`src/design/vpa_pkg.sv`:
```
// Package with the types, constants and codes shared by the allocator files.
package vpa_pkg;

   localparam int MAX_SEGMENTS = 32;
   localparam int ADDR_BITS    = 16;
   localparam int SEG_BITS     = $clog2(MAX_SEGMENTS);
   localparam int CNT_BITS     = SEG_BITS + 1;
   localparam int SIZE_BITS    = 16;
   localparam int OWNER_BITS   = 16;

   localparam logic [SIZE_BITS-1:0] MEMORY_SIZE_RESET = 16'd1024;

   // Action codes.
   localparam logic [1:0] ACT_ALLOC = 2'd0;
   localparam logic [1:0] ACT_FREE  = 2'd1;
   localparam logic [1:0] ACT_INIT  = 2'd2;

   // Fit policies.
   localparam logic [1:0] FIT_FIRST = 2'd0;
   localparam logic [1:0] FIT_BEST  = 2'd1;
   localparam logic [1:0] FIT_WORST = 2'd2;

   // Status codes.
   localparam logic [2:0] ST_OK        = 3'd0;
   localparam logic [2:0] ST_BAD_SIZE  = 3'd1;
   localparam logic [2:0] ST_NO_FIT    = 3'd2;
   localparam logic [2:0] ST_NO_OWNER  = 3'd3;
   localparam logic [2:0] ST_FULL      = 3'd4;

   // Configuration register indexes.
   localparam logic [0:0] CSR_MEMORY_SIZE = 1'd0;
   localparam logic [0:0] CSR_FIT_POLICY  = 1'd1;

   typedef struct packed {
      logic [1:0]            action;
      logic [SIZE_BITS-1:0]  req_size;
      logic [OWNER_BITS-1:0] owner_id;
   } req_type;

   typedef struct packed {
      logic [2:0]           status;
      logic [ADDR_BITS-1:0] address;
   } rsp_type;

endpackage

```
`src/design/variable_partition_allocator_core.sv`:
```
// Variable-partition memory allocator: sequencer over free and allocation tables.
//
// Usage: requests arrive on the req_ channel (valid/ready) as a req_type item:
// allocate, free by owner, or reinitialize. Each item yields exactly one
// rsp_type item on the rsp_ channel (status and address). Two configuration
// registers (memory_size, fit_policy) are written over the csr_ channel,
// index 0 and 1; they are always ready.
// One item is worked on at a time by a small sequencer that visits one
// table entry per cycle. Allocate runs a fit scan, a slot scan, a carve and,
// when the segment is used up, a delete shift. Free visits all MAX_SEGMENTS
// slots and, for each released range, scans and shifts the free table.
// req_ready is low while an item is at work.
// The result stays in an output register until rsp_ready takes it; a new
// item is accepted while that result still waits.
// Reset (synchronous, active high) loads memory_size 1024, fit_policy 0,
// one free segment of 1024 units at address 0 and no allocations.
module variable_partition_allocator_core (
   input  logic                  clock,
   input  logic                  reset,
   input  logic                  req_valid,
   output logic                  req_ready,
   input  vpa_pkg::req_type      req_data,
   output logic                  rsp_valid,
   input  logic                  rsp_ready,
   output vpa_pkg::rsp_type      rsp_data,
   input  logic                  csr_valid,
   output logic                  csr_ready,
   input  logic [0:0]            csr_index,
   input  logic [15:0]           csr_data
);
   import vpa_pkg::*;

   typedef enum logic [11:0] {
      S_IDLE    = 12'b000000000001,
      S_FIT     = 12'b000000000010,
      S_SLOT    = 12'b000000000100,
      S_CARVE   = 12'b000000001000,
      S_DSHIFT  = 12'b000000010000,
      S_FSCAN   = 12'b000000100000,
      S_IFIND   = 12'b000001000000,
      S_IPREV   = 12'b000010000000,
      S_IMERGE  = 12'b000100000000,
      S_ISHIFT  = 12'b001000000000,
      S_DONE    = 12'b010000000000,
      S_WAIT    = 12'b100000000000
   } state_type;

   // Tables held in flip-flops; alloc_valid has reset, others are payload.
   logic [ADDR_BITS-1:0]  fs_ff [MAX_SEGMENTS];
   logic [ADDR_BITS-1:0]  fl_ff [MAX_SEGMENTS];
   logic [OWNER_BITS-1:0] ao_ff [MAX_SEGMENTS];
   logic [ADDR_BITS-1:0]  as_ff [MAX_SEGMENTS];
   logic [SIZE_BITS-1:0]  al_ff [MAX_SEGMENTS];
   logic [MAX_SEGMENTS-1:0] av_ff;

   state_type             state_ff;
   logic [CNT_BITS-1:0]   fcnt_ff;
   logic [CNT_BITS-1:0]   idx_ff;
   logic [CNT_BITS-1:0]   slot_ff;
   logic [CNT_BITS-1:0]   pick_ff;
   logic                  found_ff;
   logic                  matched_ff;
   logic                  full_ff;
   req_type               req_ff;
   logic [SIZE_BITS-1:0]  msize_ff;
   logic [1:0]            policy_ff;
   logic [ADDR_BITS-1:0]  ins_s_ff;
   logic [ADDR_BITS-1:0]  ins_l_ff;
   logic                  rsp_valid_ff;
   rsp_type               rsp_ff;
   logic [2:0]            st_ff;
   logic [ADDR_BITS-1:0]  addr_ff;

   // Shared arithmetic on the entry picked by idx_ff.
   logic [SEG_BITS-1:0]   ix;
   logic [SEG_BITS-1:0]   ixm1;
   logic [ADDR_BITS-1:0]  cur_s;
   logic [ADDR_BITS-1:0]  cur_l;
   logic [ADDR_BITS-1:0]  prev_end;
   logic                  better;
   logic                  bad_size;
   logic                  rsp_load;

   assign ix   = idx_ff[SEG_BITS-1:0];
   assign ixm1 = ix - 1'b1;
   assign cur_s = fs_ff[ix];
   assign cur_l = fl_ff[ix];
   assign prev_end = fs_ff[ixm1] + fl_ff[ixm1];

   // An allocate of zero units or more than memory_size is refused at once.
   assign bad_size = (req_data.req_size == '0) || (req_data.req_size > msize_ff);

   // The finished result moves into the output register once it is free.
   assign rsp_load = (state_ff == S_DONE) && (!rsp_valid_ff || rsp_ready);

   always_comb begin
      case (policy_ff)
         FIT_FIRST: better = !found_ff;
         FIT_BEST:  better = !found_ff || (cur_l < fl_ff[pick_ff[SEG_BITS-1:0]]);
         FIT_WORST: better = !found_ff || (cur_l > fl_ff[pick_ff[SEG_BITS-1:0]]);
         default:   better = 1'b0;
      endcase
   end

   assign req_ready = (state_ff == S_IDLE) || (state_ff == S_WAIT && !rsp_valid_ff);
   assign csr_ready = 1'b1;
   assign rsp_valid = rsp_valid_ff;
   assign rsp_data  = rsp_ff;

   // Output valid flag: set on load, cleared when the receiver takes the item.
   always_ff @(posedge clock) begin
      if (reset) begin
         rsp_valid_ff <= 1'b0;
      end else if (rsp_load) begin
         rsp_valid_ff <= 1'b1;
      end else if (rsp_ready) begin
         rsp_valid_ff <= 1'b0;
      end
   end

   // Sequencer and table updates.
   always_ff @(posedge clock) begin
      if (reset) begin
         state_ff     <= S_IDLE;
         fcnt_ff      <= CNT_BITS'(1);
         av_ff        <= '0;
         msize_ff     <= MEMORY_SIZE_RESET;
         policy_ff    <= FIT_FIRST;
         fs_ff[0]     <= '0;
         fl_ff[0]     <= ADDR_BITS'(MEMORY_SIZE_RESET);
      end else begin
         if (csr_valid) begin
            if (csr_index == CSR_MEMORY_SIZE) msize_ff <= csr_data;
            else                              policy_ff <= csr_data[1:0];
         end

         case (state_ff)
            S_IDLE, S_WAIT: begin
               if (req_valid && req_ready) begin
                  req_ff     <= req_data;
                  idx_ff     <= '0;
                  found_ff   <= 1'b0;
                  matched_ff <= 1'b0;
                  full_ff    <= 1'b0;
                  st_ff      <= (req_data.action == ACT_ALLOC && bad_size) ? ST_BAD_SIZE
                                                                          : ST_OK;
                  addr_ff    <= '0;
                  case (req_data.action)
                     ACT_ALLOC: state_ff <= bad_size ? S_DONE : S_FIT;
                     ACT_FREE: state_ff <= S_FSCAN;
                     ACT_INIT: begin
                        av_ff    <= '0;
                        fs_ff[0] <= '0;
                        fl_ff[0] <= ADDR_BITS'(msize_ff);
                        fcnt_ff  <= (msize_ff != '0) ? CNT_BITS'(1) : '0;
                        state_ff <= S_DONE;
                     end
                     default: state_ff <= S_DONE;
                  endcase
               end else if (state_ff == S_WAIT && !rsp_valid_ff) begin
                  state_ff <= S_IDLE;
               end
            end

            // One free entry per cycle for the fit choice.
            S_FIT: begin
               if (idx_ff >= fcnt_ff) begin
                  idx_ff <= '0;
                  if (!found_ff) begin
                     st_ff    <= ST_NO_FIT;
                     state_ff <= S_DONE;
                  end else begin
                     state_ff <= S_SLOT;
                  end
               end else begin
                  if (cur_l >= ADDR_BITS'(req_ff.req_size) && better) begin
                     pick_ff  <= idx_ff;
                     found_ff <= 1'b1;
                  end
                  idx_ff <= idx_ff + 1'b1;
               end
            end

            // Lowest free allocation slot.
            S_SLOT: begin
               if (idx_ff == CNT_BITS'(MAX_SEGMENTS)) begin
                  st_ff    <= ST_FULL;
                  state_ff <= S_DONE;
               end else if (!av_ff[ix]) begin
                  slot_ff  <= idx_ff;
                  state_ff <= S_CARVE;
               end else begin
                  idx_ff <= idx_ff + 1'b1;
               end
            end

            S_CARVE: begin
               av_ff[slot_ff[SEG_BITS-1:0]] <= 1'b1;
               ao_ff[slot_ff[SEG_BITS-1:0]] <= req_ff.owner_id;
               as_ff[slot_ff[SEG_BITS-1:0]] <= fs_ff[pick_ff[SEG_BITS-1:0]];
               al_ff[slot_ff[SEG_BITS-1:0]] <= req_ff.req_size;
               addr_ff <= fs_ff[pick_ff[SEG_BITS-1:0]];
               fs_ff[pick_ff[SEG_BITS-1:0]] <= fs_ff[pick_ff[SEG_BITS-1:0]]
                                               + ADDR_BITS'(req_ff.req_size);
               fl_ff[pick_ff[SEG_BITS-1:0]] <= fl_ff[pick_ff[SEG_BITS-1:0]]
                                               - ADDR_BITS'(req_ff.req_size);
               if (fl_ff[pick_ff[SEG_BITS-1:0]] == ADDR_BITS'(req_ff.req_size)) begin
                  idx_ff   <= pick_ff;
                  state_ff <= S_DSHIFT;
               end else begin
                  state_ff <= S_DONE;
               end
            end

            // Delete shift: move entry idx+1 down one entry per cycle.
            S_DSHIFT: begin
               if (idx_ff + 1'b1 < fcnt_ff) begin
                  fs_ff[ix] <= fs_ff[SEG_BITS'(idx_ff + 1'b1)];
                  fl_ff[ix] <= fl_ff[SEG_BITS'(idx_ff + 1'b1)];
                  idx_ff    <= idx_ff + 1'b1;
               end else begin
                  fcnt_ff <= fcnt_ff - 1'b1;
                  if (req_ff.action == ACT_FREE) begin
                     av_ff[slot_ff[SEG_BITS-1:0]] <= 1'b0;
                     idx_ff   <= slot_ff + 1'b1;
                     state_ff <= S_FSCAN;
                  end else begin
                     state_ff <= S_DONE;
                  end
               end
            end

            // Walk allocation slots for the owner.
            S_FSCAN: begin
               if (idx_ff == CNT_BITS'(MAX_SEGMENTS)) begin
                  st_ff <= !matched_ff ? ST_NO_OWNER : (full_ff ? ST_FULL : ST_OK);
                  state_ff <= S_DONE;
               end else if (av_ff[ix] && ao_ff[ix] == req_ff.owner_id) begin
                  matched_ff <= 1'b1;
                  slot_ff    <= idx_ff;
                  ins_s_ff   <= as_ff[ix];
                  ins_l_ff   <= ADDR_BITS'(al_ff[ix]);
                  idx_ff     <= '0;
                  state_ff   <= S_IFIND;
               end else begin
                  idx_ff <= idx_ff + 1'b1;
               end
            end

            // Insert position: first entry whose start exceeds the range.
            S_IFIND: begin
               if (idx_ff < fcnt_ff && cur_s <= ins_s_ff) idx_ff <= idx_ff + 1'b1;
               else state_ff <= S_IPREV;
            end

            S_IPREV: begin
               pick_ff  <= idx_ff;
               found_ff <= (idx_ff != '0) && (prev_end == ins_s_ff);
               state_ff <= S_IMERGE;
            end

            S_IMERGE: begin
               if (found_ff && idx_ff < fcnt_ff
                   && (ins_s_ff + ins_l_ff) == cur_s) begin
                  fl_ff[ixm1] <= fl_ff[ixm1] + ins_l_ff + cur_l;
                  state_ff    <= S_DSHIFT;
               end else if (found_ff) begin
                  fl_ff[ixm1] <= fl_ff[ixm1] + ins_l_ff;
                  av_ff[slot_ff[SEG_BITS-1:0]] <= 1'b0;
                  idx_ff   <= slot_ff + 1'b1;
                  state_ff <= S_FSCAN;
               end else if (idx_ff < fcnt_ff && (ins_s_ff + ins_l_ff) == cur_s) begin
                  fs_ff[ix] <= ins_s_ff;
                  fl_ff[ix] <= cur_l + ins_l_ff;
                  av_ff[slot_ff[SEG_BITS-1:0]] <= 1'b0;
                  idx_ff   <= slot_ff + 1'b1;
                  state_ff <= S_FSCAN;
               end else if (fcnt_ff == CNT_BITS'(MAX_SEGMENTS)) begin
                  full_ff  <= 1'b1;
                  idx_ff   <= slot_ff + 1'b1;
                  state_ff <= S_FSCAN;
               end else begin
                  idx_ff   <= fcnt_ff;
                  state_ff <= S_ISHIFT;
               end
            end

            // Insert shift: move entries up from the top, one per cycle.
            S_ISHIFT: begin
               if (idx_ff > pick_ff) begin
                  fs_ff[ix] <= fs_ff[ixm1];
                  fl_ff[ix] <= fl_ff[ixm1];
                  idx_ff    <= idx_ff - 1'b1;
               end else begin
                  fs_ff[ix] <= ins_s_ff;
                  fl_ff[ix] <= ins_l_ff;
                  fcnt_ff   <= fcnt_ff + 1'b1;
                  av_ff[slot_ff[SEG_BITS-1:0]] <= 1'b0;
                  idx_ff   <= slot_ff + 1'b1;
                  state_ff <= S_FSCAN;
               end
            end

            // Hand the result to the output register once it is free.
            S_DONE: begin
               if (rsp_load) begin
                  rsp_ff.status  <= st_ff;
                  rsp_ff.address <= (st_ff == ST_OK) ? addr_ff : '0;
                  state_ff       <= S_IDLE;
               end
            end

            default: state_ff <= S_IDLE;
         endcase
      end
   end

   // The free table never holds more entries than it has room for.
   a_fcnt_range: assert property (@(posedge clock) disable iff (reset)
      fcnt_ff <= CNT_BITS'(MAX_SEGMENTS)) else $error("free count overflow");

   // Only one item is worked on at a time.
   a_busy_not_ready: assert property (@(posedge clock) disable iff (reset)
      (state_ff != S_IDLE && state_ff != S_WAIT) |-> !req_ready)
      else $error("ready while busy");

   // A result appears only from the done step.
   a_rsp_source: assert property (@(posedge clock) disable iff (reset)
      $rose(rsp_valid_ff) |-> $past(state_ff) == S_DONE)
      else $error("result from wrong step");

   // A waiting result is not overwritten.
   a_rsp_hold: assert property (@(posedge clock) disable iff (reset)
      (rsp_valid_ff && !rsp_ready) |=> $stable(rsp_ff))
      else $error("result changed while stalled");

endmodule

```
`config.mk`:
```
export PLATFORM = sky130hd
export DESIGN_NAME = variable_partition_allocator_core
export DESIGN_NICKNAME = d
export VERILOG_FILES = /design/src/design/vpa_pkg.sv /design/src/design/variable_partition_allocator_core.sv
export SDC_FILE = /design/constraint.sdc
export NUM_CORES = 2
export LEC_CHECK = 0
export BUFFER_PORTS_ARGS = -buffer_cell sky130_fd_sc_hd__buf_2
export CORE_MARGIN = 2
export CORE_UTILIZATION = 60
export DETAILED_ROUTE_END_ITERATION = 6
export PLACE_DENSITY = 0.75
export SYNTH_ARGS = -nofsm -noshare
export SYNTH_HDL_FRONTEND = slang
export SYNTH_SLANG_ARGS = --single-unit
export TNS_END_PERCENT = 100
```
`constraint.sdc`:
```
create_clock -name clock -period 12 [get_ports clock]
set_clock_uncertainty 0.1 [all_clocks]
set_input_delay 1.8 -clock clock [delete_from_list [all_inputs] [get_ports clock]]
set_output_delay 1.8 -clock clock [all_outputs]
set_load 0.05 [all_outputs]
```
; ---- After elaboration in Yosys (flattened, before gate mapping)
; Memory sizes are Yosys's and may differ from the RTL's. A register that Yosys moved wholly into a read port is not among the register bits.
; Cells that the tools add are included.
[classes]
eq_ne = 52
bitwise_logic = 15
n_reduce_logical = 58
add_sub_neg = 13
n_mux = 156
magnitude_cmp = 12
[ops]
columns = cell, n
row1 = $mux 32, 8
row2 = $mux 16, 15
row3 = $pmux 32 s5, 1
row4 = $mux 6, 25
row5 = $mux 12, 11
row6 = $pmux 12 s11, 1
row7 = $add 16x16->16, 6
row8 = $reduce_or 16->1, 5
row9 = $eq 16x16->1, 4
row10 = $mux 1, 57
row11 = $pmux 6 s9, 1
row12 = $mux 5, 10
row13 = $ne 2x2->1 const B, 23
row14 = $mux 11, 4
row15 = $mux 10, 4
row16 = $and 32x32->32, 1
row17 = $gt 16x16->1, 2
row18 = $not 32->32, 1
row19 = $or 32x32->32, 1
row20 = $pmux 16 s2, 1
row21 = $pmux 6 s2, 2
row22 = $pmux 11 s2, 1
row23 = $mux 3, 7
row24 = $add 6x1->6 const B, 3
row25 = 58 further kinds, 112
[totals]
mem_count = 5
out_inout_bits = 22
ram_bits = 2560
inputBits = 56
word_cells = 330
register_bits = 162
[memory_table]
columns = memory, words, width, read_ports, rd_ports_with_merged_regs, wr, line_no
row1 = al_ff, 32, 16, 1, 1, 1, variable_partition_allocator_core.sv:53  ; logic [SIZE_BITS-1:0] al_ff [MAX_SEGMENTS];
row2 = ao_ff, 32, 16, 1, 1, 1, variable_partition_allocator_core.sv:51  ; logic [OWNER_BITS-1:0] ao_ff [MAX_SEGMENTS];
row3 = as_ff, 32, 16, 1, 1, 1, variable_partition_allocator_core.sv:52  ; logic [ADDR_BITS-1:0] as_ff [MAX_SEGMENTS];
row4 = fl_ff, 32, 16, 4, 2, 1, variable_partition_allocator_core.sv:50  ; logic [ADDR_BITS-1:0] fl_ff [MAX_SEGMENTS];
row5 = fs_ff, 32, 16, 4, 2, 1, variable_partition_allocator_core.sv:49  ; logic [ADDR_BITS-1:0] fs_ff [MAX_SEGMENTS];

; ---- Longest topological paths before layout
[logic_depth]
word_depth = 15
ltp_mapped = 41
mapped_depth_nobuf = 30

; ---- Worst setup path after synthesis
; Ideal clock, no wire load.
[synth_timing]
path_type = reg2reg
from = register idx_ff[0]
to = memory fl_ff[0][15] (data pin)
n_path_buf = 12
arrival_ns = 9.595
path_stages_with_launch = 39
required_ns = 11.513
path_slack_ns = 1.918
synth_period_minus_slack_ns = 10.082
setup_ns = 0.387
path_cell_list = edfxtp_1 buf_2 buf_2 buf_2 buf_2 buf_1 clkbuf_1 clkbuf_1 inv_1 ha_1 clkbuf_1 buf_1 buf_1 buf_1 clkbuf_1 mux4_2 nand2_1 o211ai_1 [... 3 more ...] a21oi_1 o21ai_0 a21o_1 a21o_1 a21o_1 a21oi_1 xnor2_1 ha_1 and2_1 a31o_2 or3_1 o311ai_0 o2111ai_1 a21oi_1 xnor2_1 nor2_1 xnor2_1 a22oi_1
[synth_between]
elab_chain_len = 14
word_cells_on_any_way = 49
classes_between = 4 x add/sub / 3 x order compare / 32 x mux / 4 x bitwise / 5 x reduce/logical / 1 x memory
[synth_rtl]
columns = element, line_no
row1 = "start, declared", variable_partition_allocator_core.sv:58  ; logic [CNT_BITS-1:0] idx_ff;
row2 = "start signal, assigned", variable_partition_allocator_core.sv:180  ; idx_ff <= idx_ff + 1'b1;
row3 = "start signal, assigned", variable_partition_allocator_core.sv:193  ; idx_ff <= idx_ff + 1'b1;
row4 = "start signal, assigned", variable_partition_allocator_core.sv:208  ; idx_ff <= pick_ff;
row5 = "parallel branches: the longest is 13 deep, another holds $mem_v2 32x16", n/a
row6 = $mux 16 (no line) (*), n/a
row7 = "end, declared", variable_partition_allocator_core.sv:50
; Mark *: on every way between the ends.

; ---- Final worst setup path
[layout_timing]
from = register idx_ff[0]
to = register found_ff (data pin)
[layout_between]
elab_chain_len = 6
word_cells_on_any_way = 8
classes_between = 2 x add/sub / 1 x eq/ne / 1 x mux / 2 x reduce/logical / 2 x memory
[layout_rtl]
columns = element, line_no
row1 = $sub 5x1->5, variable_partition_allocator_core.sv:85  ; assign ixm1 = ix - 1'b1;
row2 = "$mem_v2 32x16, on equally long branches", n/a
row3 = $add 16x16->16, variable_partition_allocator_core.sv:88  ; assign prev_end = fs_ff[ixm1] + fl_ff[ixm1];
row4 = $eq 16x16->1, variable_partition_allocator_core.sv:258  ; found_ff <= (idx_ff != '0) && (prev_end == ins_s_ff);
row5 = $logic_and 1x1->1 (*), variable_partition_allocator_core.sv:258
row6 = $pmux 1 s3 (*), variable_partition_allocator_core.sv:137  ; case (state_ff)
row7 = "end signal, assigned", variable_partition_allocator_core.sv:258
row8 = "end, declared", variable_partition_allocator_core.sv:61  ; logic found_ff;
; Mark *: on every way between the ends. The rest lies on a longest branch, timed or not.
; A chain may end at the register's enable or synchronous reset.

==> impl_metrics.toml <==
[cells_and_area]
final_util = 0.663
layout.cells.non_filler = 11699
stdcell_area_um2 = 152000
areaGrowthSynthToFinish_pct = 10.1
nets = 8709
final_layout_size_suffix_gt1_frac = 0.278

[pwr]
irDropWorstVdd_mv = 0.181
p_clk_frac = 0.380
seqPwrFrac = 0.447
p_sw_frac = 0.269
power_switching_mw = 6.38
intPower_mw = 17.3
p_comb_frac = 0.173
p_leak_nw = 49.9
p_per_area_nw_per_um2 = 156

[yosys]
yosysWarnings = 0
synth_compound_area_frac = 0.0570
synth_top_family_by_area = "multiplexers"
synthArstFlopShare = 0
syn-cell-area_um2 = 138000
synth_adder_area_share = 0.0193
yosys.area_share.simple = 0.0487
ys_seq_area_frac = 0.594
synth_cell_type_count = 98
netlist_instances = 8362
synth-main-ff-cell = "edfxtp_1"
synth_xor_area_frac = 0.00975
synthMuxAreaShare = 0.248
synth-edff-count = 2685
postSynthAreaPerCell_um2 = 16.5
syn_nets = 8627
ys_ff_latch = 2763

[grt]
grt_pass1_wl_um = 650000
antenna_found_initial = 22
first_global_vias = 87039
globalRouteOverflowTotal = 0
grt_max_degree = 170
grt_util_all_layers = 0.393

[clock_tree]
clk_root_buffer_cell = "clkbuf_16"
cts.sinks = 2763
ctsResizeCount = 0
numCtsBuffers = 299
clkTransAtPathRegs_ns = 0.06
clockBufferDepth = 4
cts-htree-levels = 5
clk_latency_ns = 1.00
cts_tree = "done"
cts_setup_buffers = 0
hold_buffers = 0

[worst_hold_path]
hp-class = "flop to flop"

[floorplan]
core_um2 = 230000
initial_utilization = 0.602
die-area_um2 = 234000
die_w_um = 484
num_rows = 176
die_y_um = 484
ios = 78

[setup_path]
start_kind = "flop"
path_max_fanout = 71
critical_path_class = "flop to flop"
cp.required_ns = 12.63
critPathArrivalTime_ns = 9.51
cp-end-kind = "flop"

[placed_design]
io_buffers = 76
dp_cells = 11166
gp_congestion = 1.02
place_area_um2 = 143000
dp_hpwl_um = 275000

[sta]
worst_slew_pin_slew_ns = 1.57
fmax_ghz = 0.113
setup_viol = 0
drv_slew = 3
hold_ws_ns = 0.360
fin_crit_sh = 0.740
finalHoldViolations = 0
rsz0062_at_grt = "false"
period_minus_slack_ns = 8.88
fin_setup_tns_ns = 0
max-slew-margin-rel = -0.0599

[routing]
drc_errors = 5
avgViaCountPerCell = 7.64
ant_nets = 0
firstDrtPassIters = 7
avgRoutedWirePerCell_um = 39.5
drt-total-wl_um = 462000
num_vias = 89387
drt_iter0_drc = 14823

[run_status]
violations = "DRC, capacitance limit, slew limit"
status = "finished, violations left"

[run]
maxCapViolations = 1
-- cell type report --
class / count / area [um^2]
diodes: 20 / 50.0
clock buffers: 350 / 7860
clock inverters: 160 / 1460
fillers: 14934 / 77400
inverters: 133 / 512
multi-input cells: 4879 / 53700
flip-flops and latches: 2763 / 82200
well taps: 3026 / 3790
repair buffers: 368 / 2780
-- routing by layer --
metal,track usage,vias up,wire length [um],part of all wire
li1,-,34593,-,-
met1,0.532,45266,158000,0.34
met2,0.570,7901,203000,0.44
met3,0.122,1603,68100,0.15
met4,0.227,24,32400,0.070
met5,0,-,157,0.00034
-- registers in the layout (all words and copies together) (netlist names), 19 cells and up, named ones only --
| register | count |
|---|---|
| al_ff | 512 |
| ao_ff | 512 |
| as_ff | 512 |
| av_ff | 32 |
| fl_ff | 512 |
| fs_ff | 512 |
| req_ff | 34 |
| rsp_data | 19 |
-- cell usage after synthesis, types with 44 or more instances --
| cell | instances | area share |
|---|---|---|
| edfxtp_1 | 2685 | 0.58 |
| mux4_2 | 1239 | 0.20 |
| nor2_1 | 509 | 0.014 |
| nand2_1 | 497 | 0.013 |
| a21oi_1 | 347 | 0.013 |
| clkbuf_1 | 337 | 0.0091 |
| mux2i_1 | 312 | 0.023 |
| o21ai_0 | 291 | 0.011 |
| ha_1 | 201 | 0.018 |
| mux2_2 | 183 | 0.015 |
| buf_1 | 137 | 0.0037 |
| inv_1 | 131 | 0.0036 |
| a211oi_1 | 102 | 0.0055 |
| xnor2_1 | 102 | 0.0065 |
| o211ai_1 | 88 | 0.0048 |
| nor3_1 | 86 | 0.0031 |
| dfxtp_1 | 78 | 0.011 |
| nor2b_1 | 74 | 0.0033 |
| nand3_1 | 72 | 0.0026 |
| a22oi_1 | 68 | 0.0037 |
| buf_2 | 60 | 0.0022 |
| xor2_1 | 52 | 0.0033 |
| a21o_1 | 50 | 0.0027 |
| a31oi_1 | 49 | 0.0022 |
| mux4_1 | 44 | 0.0084 |
-- stage by stage --
step | setup WS (ns) | total power, mW
after floorplan | 1.92 | 13.5
after global placement | 3.49 | 14.7
after detailed placement | 3.48 | 14.7
after CTS | 3.42 | 23.6
after global routing | 2.82 | 24.2
final | 3.12 | 23.7
-- worst paths after layout --
| check | start | endpoint | slack (ns) | cells past startpoint |
|---|---|---|---|---|
| setup / recovery | idx_ff[0] | found_ff | 3.12 | 23 |
| hold reg to reg | av_ff[7] | av_ff[7] | 0.36 | 2 |
| hold / removal | av_ff[7] | av_ff[7] | 0.36 | 2 |
| setup reg to reg | idx_ff[0] | found_ff | 3.12 | 23 |
-- power groups by stage --
stage / clock (mW) / sequential (mW) / combinational (mW)
after floorplan: 0 / 10.8 / 2.78
after global placement: 0 / 10.8 / 3.88
after detailed placement: 0 / 10.8 / 3.93
after CTS: 9.03 / 10.6 / 3.96
after global routing: 9.35 / 10.6 / 4.27
final: 9.01 / 10.6 / 4.10
-- kinds of logic (layout without fill, tap and decap cells) --
| group | Yosys count | count (layout) |
|---|---|---|
| muxes | 1782 | 1782 |
| AOI/OAI and AO/OA | 1252 | 1252 |
| adders and majority gates | 209 | 209 |
| buffers and inverters | 720 | 1011 |
| other | 1 | 21 |
| xor gates and xnor gates | 154 | 154 |
| DFF | 2763 | 2763 |
| and+or+nand+nor | 1481 | 1481 |
-- worst max-delay path: stages, from the launching register on --
cell,delay (ns)
edfxtp_1,0.35
buf_4,0.60
buf_4,0.85
buf_4,0.79
buf_4,0.99
mux2i_1,0.24
nor2_1,0.14
a21oi_1,0.07
o211ai_1,0.21
o21ai_0,0.11
o21ai_0,1.22
ha_1,0.45
nor2b_1,0.14
o21ai_0,0.16
nand2b_1,0.11
a21o_1,0.20
a21o_1,0.21
a21oi_1,0.24
o2111ai_1,0.19
a31o_2,0.26
a21oi_1,0.17
xnor2_1,0.15
nand4_1,0.14
o31ai_1,0.27
-- placed cells by master (no fill, tap or decap), drive strengths merged, types with 16 or more instances in the layout --
master,synthesis,layout
bufinv,0,23
diode,0,20
xnor2,102,102
clkbuf,338,350
nand4,36,36
o21a,33,33
nor4,35,35
o21ai,299,299
nor2b,74,74
a21oi,347,347
a211oi,102,102
nand2b,29,29
mux2,186,186
a221oi,22,22
a21o,50,50
a31oi,49,49
nand2,498,498
o22ai,43,43
nand3,74,74
buf,249,368
a311oi,28,28
xor2,52,52
nor2,509,509
clkinv,1,119
mux2i,312,312
o211ai,88,88
inv,132,137
ha,201,201
a22o,21,21
or2,16,16
and2,34,34
edfxtp,2685,2685
mux4,1284,1284
nor3,87,87
dfxtp,78,78
a22oi,69,69
(Power assumes the default switching activity.)
